`src/rtl/core/assert_macros.svh`:
```
// Assertion macros shared by the SHA-1 engine RTL.
// Each macro samples on clk and is disabled while rst is high.
`ifndef ASSERT_MACROS_SVH
`define ASSERT_MACROS_SVH

// Property must hold at every clock edge outside reset.
`define SHA1_ASSERT(lbl, prop, msg) \
  lbl: assert property (@(posedge clk) disable iff (rst) (prop)) else $error(msg);

// Condition must never be seen at a clock edge outside reset.
`define SHA1_NEVER(lbl, expr, msg) \
  lbl: assert property (@(posedge clk) disable iff (rst) !(expr)) else $error(msg);

`endif

```
`src/rtl/core/sha1_pkg.sv`:
```
// SHA-1 engine package: types, FSM states and algorithm constants.
// No dependencies; imported by sha1_rounds and sha1_hash_engine.
`timescale 1ns / 1ps

package sha1_pkg;

  typedef logic [31:0] word_t;
  typedef logic [4:0][31:0] hash_t;   // [0] = H0 / a

  // Initial chaining value, H0 at index 0
  localparam hash_t INIT_H = {32'hC3D2E1F0, 32'h10325476, 32'h98BADCFE,
                              32'hEFCDAB89, 32'h67452301};

  localparam word_t K_CH  = 32'h5A827999;
  localparam word_t K_PA1 = 32'h6ED9EBA1;
  localparam word_t K_MAJ = 32'h8F1BBCDC;
  localparam word_t K_PA2 = 32'hCA62C1D6;

  localparam logic [6:0] RND_PA1   = 7'd20;
  localparam logic [6:0] RND_MAJ   = 7'd40;
  localparam logic [6:0] RND_PA2   = 7'd60;
  localparam logic [6:0] RND_LAST  = 7'd79;

  localparam logic [7:0] PAD_BYTE  = 8'h80;
  localparam logic [5:0] PTR_LAST  = 6'd63;   // last byte of a block
  localparam logic [5:0] PTR_PRELEN = 6'd55;  // byte before the length field
  localparam logic [2:0] IDX_LAST  = 3'd4;

  typedef enum logic [2:0] {
    S_LOAD,     // taking message bytes
    S_PAD80,    // push the 0x80 marker
    S_PADZ,     // zero fill up to offset 56
    S_PADLEN,   // 64-bit bit length, big endian
    S_COMP,     // block compression running
    S_OUT       // digest words out
  } state_t;

  typedef struct packed {
    logic       load;    // shift one byte into the block window
    logic [7:0] data;
    logic       start;   // begin 80 rounds from the chaining value
  } core_ctl_t;

  typedef struct packed {
    logic busy;
    logic done;          // one-cycle pulse, work vars final
  } core_stat_t;

endpackage

```
`src/rtl/core/sha1_rounds.sv`:
```
// SHA-1 compression core: 512-bit block window / schedule and one round per cycle.
// Depends on sha1_pkg and assert_macros.svh.
`timescale 1ns / 1ps
`include "assert_macros.svh"

module sha1_rounds import sha1_pkg::*; (
  input  logic       clk,
  input  logic       rst,
  input  core_ctl_t  ctl,
  input  hash_t      chain,
  output hash_t      work,
  output core_stat_t stat
);

  logic [511:0] window;   // word i at [511-32*i -: 32]; word 0 is next W
  hash_t        wv;
  hash_t        wv_next;
  logic [6:0]   rnd;
  logic         busy;
  logic         done;

  word_t a, b, c, d, e;
  word_t w, w_new, f, k, tmp, x;

  always_comb begin
    a = wv[0];
    b = wv[1];
    c = wv[2];
    d = wv[3];
    e = wv[4];
    w = window[511:480];
    // W[t+16] from W[t+13], W[t+8], W[t+2], W[t]
    x = window[95:64] ^ window[255:224] ^ window[447:416] ^ window[511:480];
    w_new = {x[30:0], x[31]};
    if (rnd < RND_PA1) begin
      f = (b & c) | (~b & d);
      k = K_CH;
    end else if (rnd < RND_MAJ) begin
      f = b ^ c ^ d;
      k = K_PA1;
    end else if (rnd < RND_PA2) begin
      f = (b & c) | (b & d) | (c & d);
      k = K_MAJ;
    end else begin
      f = b ^ c ^ d;
      k = K_PA2;
    end
    tmp = {a[26:0], a[31:27]} + f + e + k + w;
    wv_next = {d, c, {b[1:0], b[31:2]}, a, tmp};
  end

  always_ff @(posedge clk) begin
    if (rst) begin
      busy <= 1'b0;
      done <= 1'b0;
      rnd  <= '0;
    end else begin
      done <= busy && (rnd == RND_LAST);
      if (ctl.start) begin
        busy <= 1'b1;
        rnd  <= '0;
      end else if (busy) begin
        if (rnd == RND_LAST) begin
          busy <= 1'b0;
          rnd  <= '0;
        end else begin
          rnd <= rnd + 7'd1;
        end
      end
    end
  end

  always_ff @(posedge clk) begin
    if (ctl.load) begin
      window <= {window[503:0], ctl.data};
    end else if (busy) begin
      window <= {window[479:0], w_new};
    end
    if (ctl.start) begin
      wv <= chain;
    end else if (busy) begin
      wv <= wv_next;
    end
  end

  assign work      = wv;
  assign stat.busy = busy;
  assign stat.done = done;

  `SHA1_ASSERT(a_done_after_last, $fell(busy) |-> done, "round loop ended without done")
  `SHA1_NEVER(a_start_busy, ctl.start && busy, "start while rounds running")
  `SHA1_NEVER(a_load_busy, ctl.load && busy, "byte load corrupts schedule window")

endmodule

```
`src/rtl/core/sha1_hash_engine.sv`:
```
// SHA-1 hash engine top level: byte intake, padding sequencer, chaining words
// and digest output. Depends on sha1_pkg, sha1_rounds and assert_macros.svh.
`timescale 1ns / 1ps
`include "assert_macros.svh"

// Channel   Handshake                    Payload                Beat
// --------  ---------------------------  ---------------------  --------------------------
// byte in   byte_valid / byte_ready      kind, data_byte        one message byte or finish
// digest    digest_valid / digest_ready  digest_word, last_word one 32-bit word, H0 first
//
// The byte that completes a 64-byte block starts one compression in the
// shared round unit (one round per cycle); the result is then folded into the
// chaining words, and no byte is taken until that is done.
// A finish beat is followed by 9..72 pad/length bytes at one per cycle outside
// compressions, one or two compressions, then five digest beats at one per cycle
// while digest_ready is high.
// byte_ready is high only while the engine waits for message bytes.
// The digest words hold while digest_ready is low; nothing else advances then.
// Synchronous reset loads the initial chaining value and clears the length.

module sha1_hash_engine import sha1_pkg::*; (
  input  logic        clk,
  input  logic        rst,
  input  logic        byte_valid,
  output logic        byte_ready,
  input  logic        kind,
  input  logic [7:0]  data_byte,
  output logic        digest_valid,
  input  logic        digest_ready,
  output logic [31:0] digest_word,
  output logic        last_word
);

  state_t     state;
  state_t     state_next;
  state_t     resume;      // where to go when the running compression ends
  logic [60:0] len;        // message bytes; bit length is len * 8 mod 2^64
  logic [63:0] bit_len;    // length field, shifted out MSB byte first
  logic [2:0] idx;
  hash_t      chain;
  hash_t      work;
  core_ctl_t  ctl;
  core_stat_t cst;

  logic [5:0] ptr;
  logic       blk_end;
  logic       push;
  logic [7:0] push_data;
  logic       byte_take;
  logic       word_take;
  logic       msg_end;

  assign ptr       = len[5:0];
  assign blk_end   = (ptr == PTR_LAST);
  assign byte_take = byte_valid && byte_ready;
  assign word_take = digest_valid && digest_ready;
  assign msg_end   = word_take && (idx == IDX_LAST);

  // next state
  always_comb begin
    state_next = state;
    case (state)
      S_LOAD: begin
        if (byte_valid) begin
          if (kind) begin
            state_next = S_PAD80;
          end else if (blk_end) begin
            state_next = S_COMP;
          end
        end
      end
      S_PAD80, S_PADZ: begin
        if (blk_end) begin
          state_next = S_COMP;
        end else if (ptr == PTR_PRELEN) begin
          state_next = S_PADLEN;
        end else begin
          state_next = S_PADZ;
        end
      end
      S_PADLEN: begin
        if (blk_end) begin
          state_next = S_COMP;
        end
      end
      S_COMP: begin
        if (cst.done) begin
          state_next = resume;
        end
      end
      S_OUT: begin
        if (msg_end) begin
          state_next = S_LOAD;
        end
      end
      default: state_next = S_LOAD;
    endcase
  end

  // outputs and byte source
  always_comb begin
    byte_ready   = 1'b0;
    digest_valid = 1'b0;
    push         = 1'b0;
    push_data    = '0;
    case (state)
      S_LOAD: begin
        byte_ready = 1'b1;
        push       = byte_valid && !kind;
        push_data  = data_byte;
      end
      S_PAD80: begin
        push      = 1'b1;
        push_data = PAD_BYTE;
      end
      S_PADZ: begin
        push = 1'b1;
      end
      S_PADLEN: begin
        push      = 1'b1;
        push_data = bit_len[63:56];
      end
      S_OUT: begin
        digest_valid = 1'b1;
      end
      default: begin
        push = 1'b0;
      end
    endcase
    ctl.load  = push;
    ctl.data  = push_data;
    ctl.start = push && blk_end;
  end

  assign digest_word = chain[idx];
  assign last_word   = (idx == IDX_LAST);

  always_ff @(posedge clk) begin
    if (rst) begin
      state  <= S_LOAD;
      resume <= S_LOAD;
      len    <= '0;
      idx    <= '0;
      chain  <= INIT_H;
    end else begin
      state <= state_next;
      if (ctl.start) begin
        if (state == S_LOAD) begin
          resume <= S_LOAD;
        end else if (state == S_PADLEN) begin
          resume <= S_OUT;
        end else begin
          resume <= S_PADZ;
        end
      end
      if (msg_end) begin
        len <= '0;
      end else if (push) begin
        len <= len + 61'd1;
      end
      if (word_take) begin
        idx <= (idx == IDX_LAST) ? 3'd0 : idx + 3'd1;
      end
      if (cst.done) begin
        for (int i = 0; i < 5; i++) begin
          chain[i] <= chain[i] + work[i];
        end
      end else if (msg_end) begin
        chain <= INIT_H;
      end
    end
  end

  always_ff @(posedge clk) begin
    if (byte_take && kind) begin
      bit_len <= {len, 3'b000};
    end else if (state == S_PADLEN) begin
      bit_len <= {bit_len[55:0], 8'h00};
    end
  end

  sha1_rounds u_rounds (
    .clk   (clk),
    .rst   (rst),
    .ctl   (ctl),
    .chain (chain),
    .work  (work),
    .stat  (cst)
  );

  `SHA1_NEVER(a_ready_busy, byte_ready && cst.busy, "byte intake open during compression")
  `SHA1_ASSERT(a_done_in_comp, cst.done |-> state == S_COMP, "compression done outside wait")
  `SHA1_ASSERT(a_next_msg, msg_end |=> byte_ready && len == 61'd0, "engine not reinitialized")

endmodule

```
`config.mk`:
```
export PLATFORM = sky130hd
export DESIGN_NAME = sha1_hash_engine
export DESIGN_NICKNAME = d
export VERILOG_FILES = /design/src/rtl/core/sha1_pkg.sv /design/src/rtl/core/sha1_rounds.sv /design/src/rtl/core/sha1_hash_engine.sv
export VERILOG_INCLUDE_DIRS = /design/src /design/src/rtl/core
export SDC_FILE = /design/constraint.sdc
export NUM_CORES = 2
export LEC_CHECK = 0
export BUFFER_PORTS_ARGS = -buffer_cell sky130_fd_sc_hd__buf_2
export CAP_MARGIN = 20
export CORE_AREA = 8 8 340 342
export DETAILED_ROUTE_END_ITERATION = 10
export DIE_AREA = 0 0 348 350
export HOLD_SLACK_MARGIN = 0.15
export PLACE_DENSITY = 0.77
export REMOVE_ABC_BUFFERS = 1
export SLEW_MARGIN = 20
export SYNTH_ARGS = -nofsm -noshare
export SYNTH_HDL_FRONTEND = slang
export SYNTH_SLANG_ARGS = --single-unit
```
`constraint.sdc`:
```
create_clock -name clk -period 14.9 [get_ports clk]
set_input_delay 2.235 -clock clk [delete_from_list [all_inputs] [get_ports clk]]
set_output_delay 2.235 -clock clk [all_outputs]
set_load 0.02 [all_outputs]
```
* After elaboration in Yosys (flattened, before gate mapping)
Cells that the tools add are included.
** Word-level totals
- Bits in registers :: 972
- Output and inout bits :: 35
** Operators by class
- Equal/unequal tests :: 12
- $add $sub $neg :: 12
- Reductions and logical operators :: 18
- Magnitude comparators :: 4
- Muxes and demuxes :: 35
- Bitwise logic cells :: 13
** Operators by type and width (count)
- $mux 512 :: 2
- $mux 160 :: 4
- $add 32x32->32 :: 9
- $mux 32 :: 6
- $xor 32x32->32 :: 5
- $and 32x32->32 :: 4
- $mux 64 :: 2
- $bmux 32 s3 :: 1
- $or 32x32->32 :: 3
- $add 61x1->61 const B :: 1
- $not 32->32 :: 1
- $mux 31 :: 1
- $mux 3 :: 9
- $pmux 8 s3 :: 1
- $pmux 3 s5 :: 1
- $lt 7x6->1 const B :: 2
- $eq 6x6->1 const B :: 2
- $eq 3x3->1 const B :: 3
- $reduce_bool 2->1 :: 4
- $add 7x1->7 const B :: 1
- $eq 7x7->1 const B :: 1
- $logic_and 1x1->1 :: 7
- $lt 7x5->1 const B :: 1
- $mux 7 :: 1
- other kinds (13) :: 22

* Depth between registers and ports, before layout
- Depth after elaboration :: 12
- Gate-level depth with buffers :: 27
- Depth with buffers taken out :: 25

* Cells and area by module
A second synthesis with hierarchy kept.
** Unflattened totals
- Cells, all modules :: 4671
- Area total of the unflattened synthesis :: 54543.6 um2
** By module, submodules not included
- sha1_rounds :: times used 1, area an instance 34921.0 um2, cells an instance 2339
- sha1_hash_engine :: times used 1, area an instance 19622.6 um2, cells an instance 2332

* Least setup slack after synthesis
No wires, ideal clock.
- Path type :: input -> register
- Start point :: input port kind
- End point :: register u_rounds.window[0] (enable)
- Slack :: -626 ps
- Buffers on the path :: 2
- Arrival time :: 14553 ps
- Stages :: 5
- Required time :: 13927 ps
- Cell sequence :: nand2b_1 > a21o_1 > clkbuf_1 > clkbuf_1 > nand2b_1
** Between the ends
- Cells in the longest elaborated chain, start to end :: 4
** Ends and longest elaborated chain
- start, declared :: line sha1_hash_engine.sv:26 : input logic kind,
- $logic_not 1->1 :: line sha1_hash_engine.sv:109 : push = byte_valid && !kind;
- $logic_and 1x1->1 :: line sha1_hash_engine.sv:109
- $pmux 1 s2 :: line sha1_hash_engine.sv:106 : case (state)
- $reduce_bool 2->1 (no source line)
- end signal, assigned :: line sha1_rounds.sv:75 : window <= {window[503:0], ctl.data};
- end signal, assigned :: line sha1_rounds.sv:77 : window <= {window[479:0], w_new};
- end, declared :: line sha1_rounds.sv:15 : logic [511:0] window;
Every way passes these cells.
A chain may end at the register's enable or synchronous reset.

* Worst setup path in the final report
- Start point :: register u_rounds.rnd[4]
- End point :: register u_rounds.wv, in the netlist u_rounds.a[31], data pin
** Between the ends
- Cells in the longest elaborated chain, start to end :: 10
- Elaborated cells between the ends (all ways) :: 15
- Those cells by class :: add/sub: 4; order compare: 3; mux: 8
** Ends and longest elaborated chain
- start, declared :: line sha1_rounds.sv:18 : logic [6:0] rnd;
- start signal, assigned :: line sha1_rounds.sv:67 : rnd <= rnd + 7'd1;
- $lt 7x6->1 :: line sha1_rounds.sv:41 : end else if (rnd < RND_PA2) begin
- $mux 32 :: line sha1_rounds.sv:41
- $mux 32 :: line sha1_rounds.sv:38 : end else if (rnd < RND_MAJ) begin
- $mux 32 :: line sha1_rounds.sv:35 : if (rnd < RND_PA1) begin
- $add 32x32->32 (2 in series) :: line sha1_rounds.sv:48 : tmp = {a[26:0], a[31:27]} + f + e + k + w;
- $add 32x32->32 (*) (2 in series) :: line sha1_rounds.sv:48
- $mux 160 (*) :: line sha1_rounds.sv:81 : end else if (busy) begin
- $mux 160 (*) :: line sha1_rounds.sv:79 : if (ctl.start) begin
- end signal, assigned :: line sha1_rounds.sv:80 : wv <= chain;
- end signal, assigned :: line sha1_rounds.sv:82 : wv <= wv_next;
- end, declared :: line sha1_rounds.sv:16 : hash_t wv;
Every way passes the cells marked *; elsewhere a longest branch is shown, timed or not. The select of a mux whose other input is x is not followed.

==> parameters.txt <==
Parameter                              Value

Status
  Result of the run    complete, no violations

Clocking
  Post-cts resize count    0
  Count of clock tree sinks    971
  Setup bufs post-CTS    0
  Hold-fix buffers, CTS    0
  H-tree depth    3
  Clk Tree Root Cell    clkbuf_16
  Maximum buffer depth of the clock tree    3
  Clock latency at the later pin of the worst-skew pair    0.70 ns
  CTS tree    built
  Worst-path clk slew    0.06 ns
  Cts bufs inserted    104

Route
  Total wire length    139.8 mm
  Number of nets with antenna violations after detailed routing    0
  Overall via count from detail_route    41.76k
  Count of unresolved DRC violations after routing    0
  First-pass detailed-route iteration total    7
  Wirelength per Cell    19.02 um
  Vias per cell    5.683
  1st-iter DRT viols    4477

Layout
  Most frequent cells in the layout    2024 x nand2_1, 733 x edfxtp_1, 326 x nor2_1
  Fillcell total    9488
  Final layout net count    6130
  Share of final-layout standard cells stronger than drive strength 1    0.06980
  Finished Core Util    0.5411
  Final std cells w/o fill    7349
  Commonest non-fill, non-tap cell in the layout    nand2_1
  Area added between synthesis and finish    9.026%

Global routing
  Overall overflow remaining after global route    0
  Pin count of the biggest net entering global routing    236
  Overall routing resource usage    0.2235
  Number of antenna violations at the first check in global routing    2
  Vias in the first global route    40.04k
  First-pass GRT wire length    219.8 mm

Yosys
  Avg Synthesized Cell Area    9.373 sq um
  Post-synthesis sequential area ratio    0.4902
  EDFF count, synth    733
  Fraction of synthesized cell area in xor and xnor cells    0.04939
  Basic-gate share of the synthesized area counting and, or, nand and nor cells    0.2072
  Complex-gate fraction of the synthesized area    0.09647
  Cell types occupying the most area after synthesis    edfxtp_1 40%, nand2_1 14%, dfxtp_1 8.7%
  Yosys top cell area share    0.4030
  Multiplexer area fraction after synthesis    0.02582
  Post-Synth Adder-Cell Area    0.09676
  FF+latch count, synth    971
  Count of mapped cells out of synthesis    5827
  Main combinational cell family by area after synthesis    simple AND/OR/NAND/NOR gates
  YS warnings    0
  Number of distinct standard cells referenced by the synthesized netlist    82
  Top FF cell, synth    edfxtp_1
  Fraction of registers with async set/reset    0
  Library cell occupying the most area in the post-synthesis netlist    edfxtp_1
  Combined area of all synthesized cells    54620 sq um

Placement
  Placer congestion estimate    0.9431
  Placement Setup Slack    7.729 ns
  Post-detailed-placement half-perimeter wirelength    94.67 mm
  Number of placed instances, taps included    7151
  PortBufs    47

STA
  Final WS setup    7.672 ns
  Max Fclk    0.1383 GHz
  Number of hold violations in the final report    0
  Max Slew Vio Count    0
  Setup repair after global routing missed its margin    no
  Worst slew margin relative to its limit    0.05891
  Min cycle time layout    7.228 ns
  Fin Setup TNS    0 ns
  Setup violators final    0
  Least-Margin Pin Slew    1.412 ns
  Final Cycle Share    0.4851
  Worst setup skew after layout    0.04135 ns

Critical path
  Crit Path Class    reg -> reg
  Setup slack of the most critical reg-to-reg path    7.67 ns
  Arrival time reported for the critical path endpoint    7.61 ns
  Endpoint class of the critical path    flip-flop
  Reg-to-reg startpoint    u_rounds.rnd[4]
  Sort of element at the start of the critical path    flip-flop
  R2R cell count    27
  Crit path max fanout    35
  Worst flop-to-flop path endpoint    u_rounds.a[31]
  Worst endpoint required time    15.28 ns

Floorplanning
  Initial Util    0.4963
  Number of placement rows    122
  Number of ports placed on the die boundary    48
  CORE AREA    110100 sq um
  Die Area    121800 sq um
  Horizontal die dimension    348 um
  Chip height    350 um

Hold path
  Worst Hold Launch    resume[1]
  Endpoint of the worst hold path    resume[1]
  Worst Hold Depth    2
  Min-Delay Path Class    reg -> reg

Pwr
  Worst vdd rail ir drop    0.0001008 V
  Overall power    6671 uW
  Leakage power figure    0.02483 uW
  Power density over the cells    112.0 nW/um^2

Run
  Max-cap violations    0
-- worst max-delay path, stage by stage, from the launching register on --
cell       delay [ns]
dfxtp_1          0.39
a41oi_1          0.51
inv_1            0.29
nor2_1           0.24
clkinv_1         0.09
buf_4            0.26
nand2_1          0.27
buf_4            0.39
nor2_1           0.07
nor2_1           0.14
fa_1             0.43
inv_1            0.07
fa_1             0.42
fa_1             0.44
inv_1            0.07
ha_1             0.17
inv_1            0.07
fa_1             0.44
nand2b_1         0.18
a21oi_1          0.30
o211ai_1         0.22
a2111oi_2        0.58
o311ai_2         0.22
nand2_1          0.12
or4_1            0.13
a31oi_2          0.10
xnor2_1          0.17
a21oi_1          0.08
-- cells in the mapped netlist, drive strengths merged, types with 16 or more instances --
cell type and n:
o32ai 21, inv 240, mux4 32, a31oi 25
xor2 111, nand3 63, nand2b 37, dfxtp 238
o31ai 16, nand4 29, edfxtp 733, nand2 2025
or2 41, o21a 17, buf 23, nor3 79
a21o 87, a211oi 24, o21ai 251, fa 124
nor2 330, a21oi 244, ha 224, and3 53
o21bai 36, mux2 55, xnor2 197, or3 24
nor2b 39, clkbuf 233
-- through the flow --
| step | hold WS (ns) | instance area, sq um |
|---|---|---|
| 3_3_place_gp | 0.4416 | 56230 |
| 4_1_cts | 0.4615 | 59540 |
| 5_1_grt | 0.4969 | 59550 |
| 3_5_place_dp | 0.4539 | 56230 |
| 2_1_floorplan | 0.4265 | 53660 |
| 6_report | 0.4668 | 59550 |
-- how the worst max path moves through the flow --
stage                               start              to  slack [ns]  cells past startpoint
after floorplan                      kind   u_rounds.a[0]      -23.31                      4
after global placement    u_rounds.rnd[4]  u_rounds.a[31]        7.94                     27
after detailed placement  u_rounds.rnd[4]  u_rounds.a[31]        7.73                     27
after CTS                 u_rounds.rnd[4]  u_rounds.a[31]        7.68                     27
after global routing      u_rounds.rnd[4]  u_rounds.a[31]        7.15                     27
final                     u_rounds.rnd[4]  u_rounds.a[31]        7.67                     27
-- report_power, final --
part           switching [uW]  internal, uW  leakage (uW)
clock network            1110          1450       0.00165
logic                     482           267        0.0143
registers                 135          3230       0.00890
total                    1720          4950        0.0248
-- cell type report --
class / count / area, sq um / area share
Clock buffer: 144 / 2895 / 0.04862
Sequential cell: 971 / 26780 / 0.4498
Multi-Input combinational cell: 4359 / 26050 / 0.4375
Tap cell: 1488 / 1862 / 0.03127
Antenna cell: 1 / 2.502 / 0.00004202
Timing Repair Buffer: 92 / 625.6 / 0.01051
Inverter: 241 / 904.6 / 0.01519
Clock inverter: 53 / 424.2 / 0.007123
-- state kept, by name, indices dropped and copies added, names as in the netlist, 2 cells and up --
name             count
u_rounds.c          32
len                 61
u_rounds.b          32
state                3
resume               2
u_rounds.a          32
u_rounds.d          32
idx                  3
u_rounds.rnd         7
u_rounds.e          32
chain              160
u_rounds.window    512
bit_len             61
-- kinds of logic after synthesis --
| family | after synthesis |
|---|---|
| xor+xnor | 308 |
| buf+inv | 497 |
| compound gates | 843 |
| simple gates | 2766 |
| mux | 94 |
| fa+ha+maj | 348 |
| flops | 971 |
-- metal layers --
| metal | track usage | wire length [um] | up-vias |
|---|---|---|---|
| li1 | - | - | 19680 |
| met1 | 0.2987 | 57150 | 20070 |
| met2 | 0.3602 | 64700 | 1661 |
| met3 | 0.03724 | 12100 | 352 |
| met4 | 0.09641 | 5805 | 0 |
| met5 | 0 | 0 | - |
(Power assumes the default switching activity.)
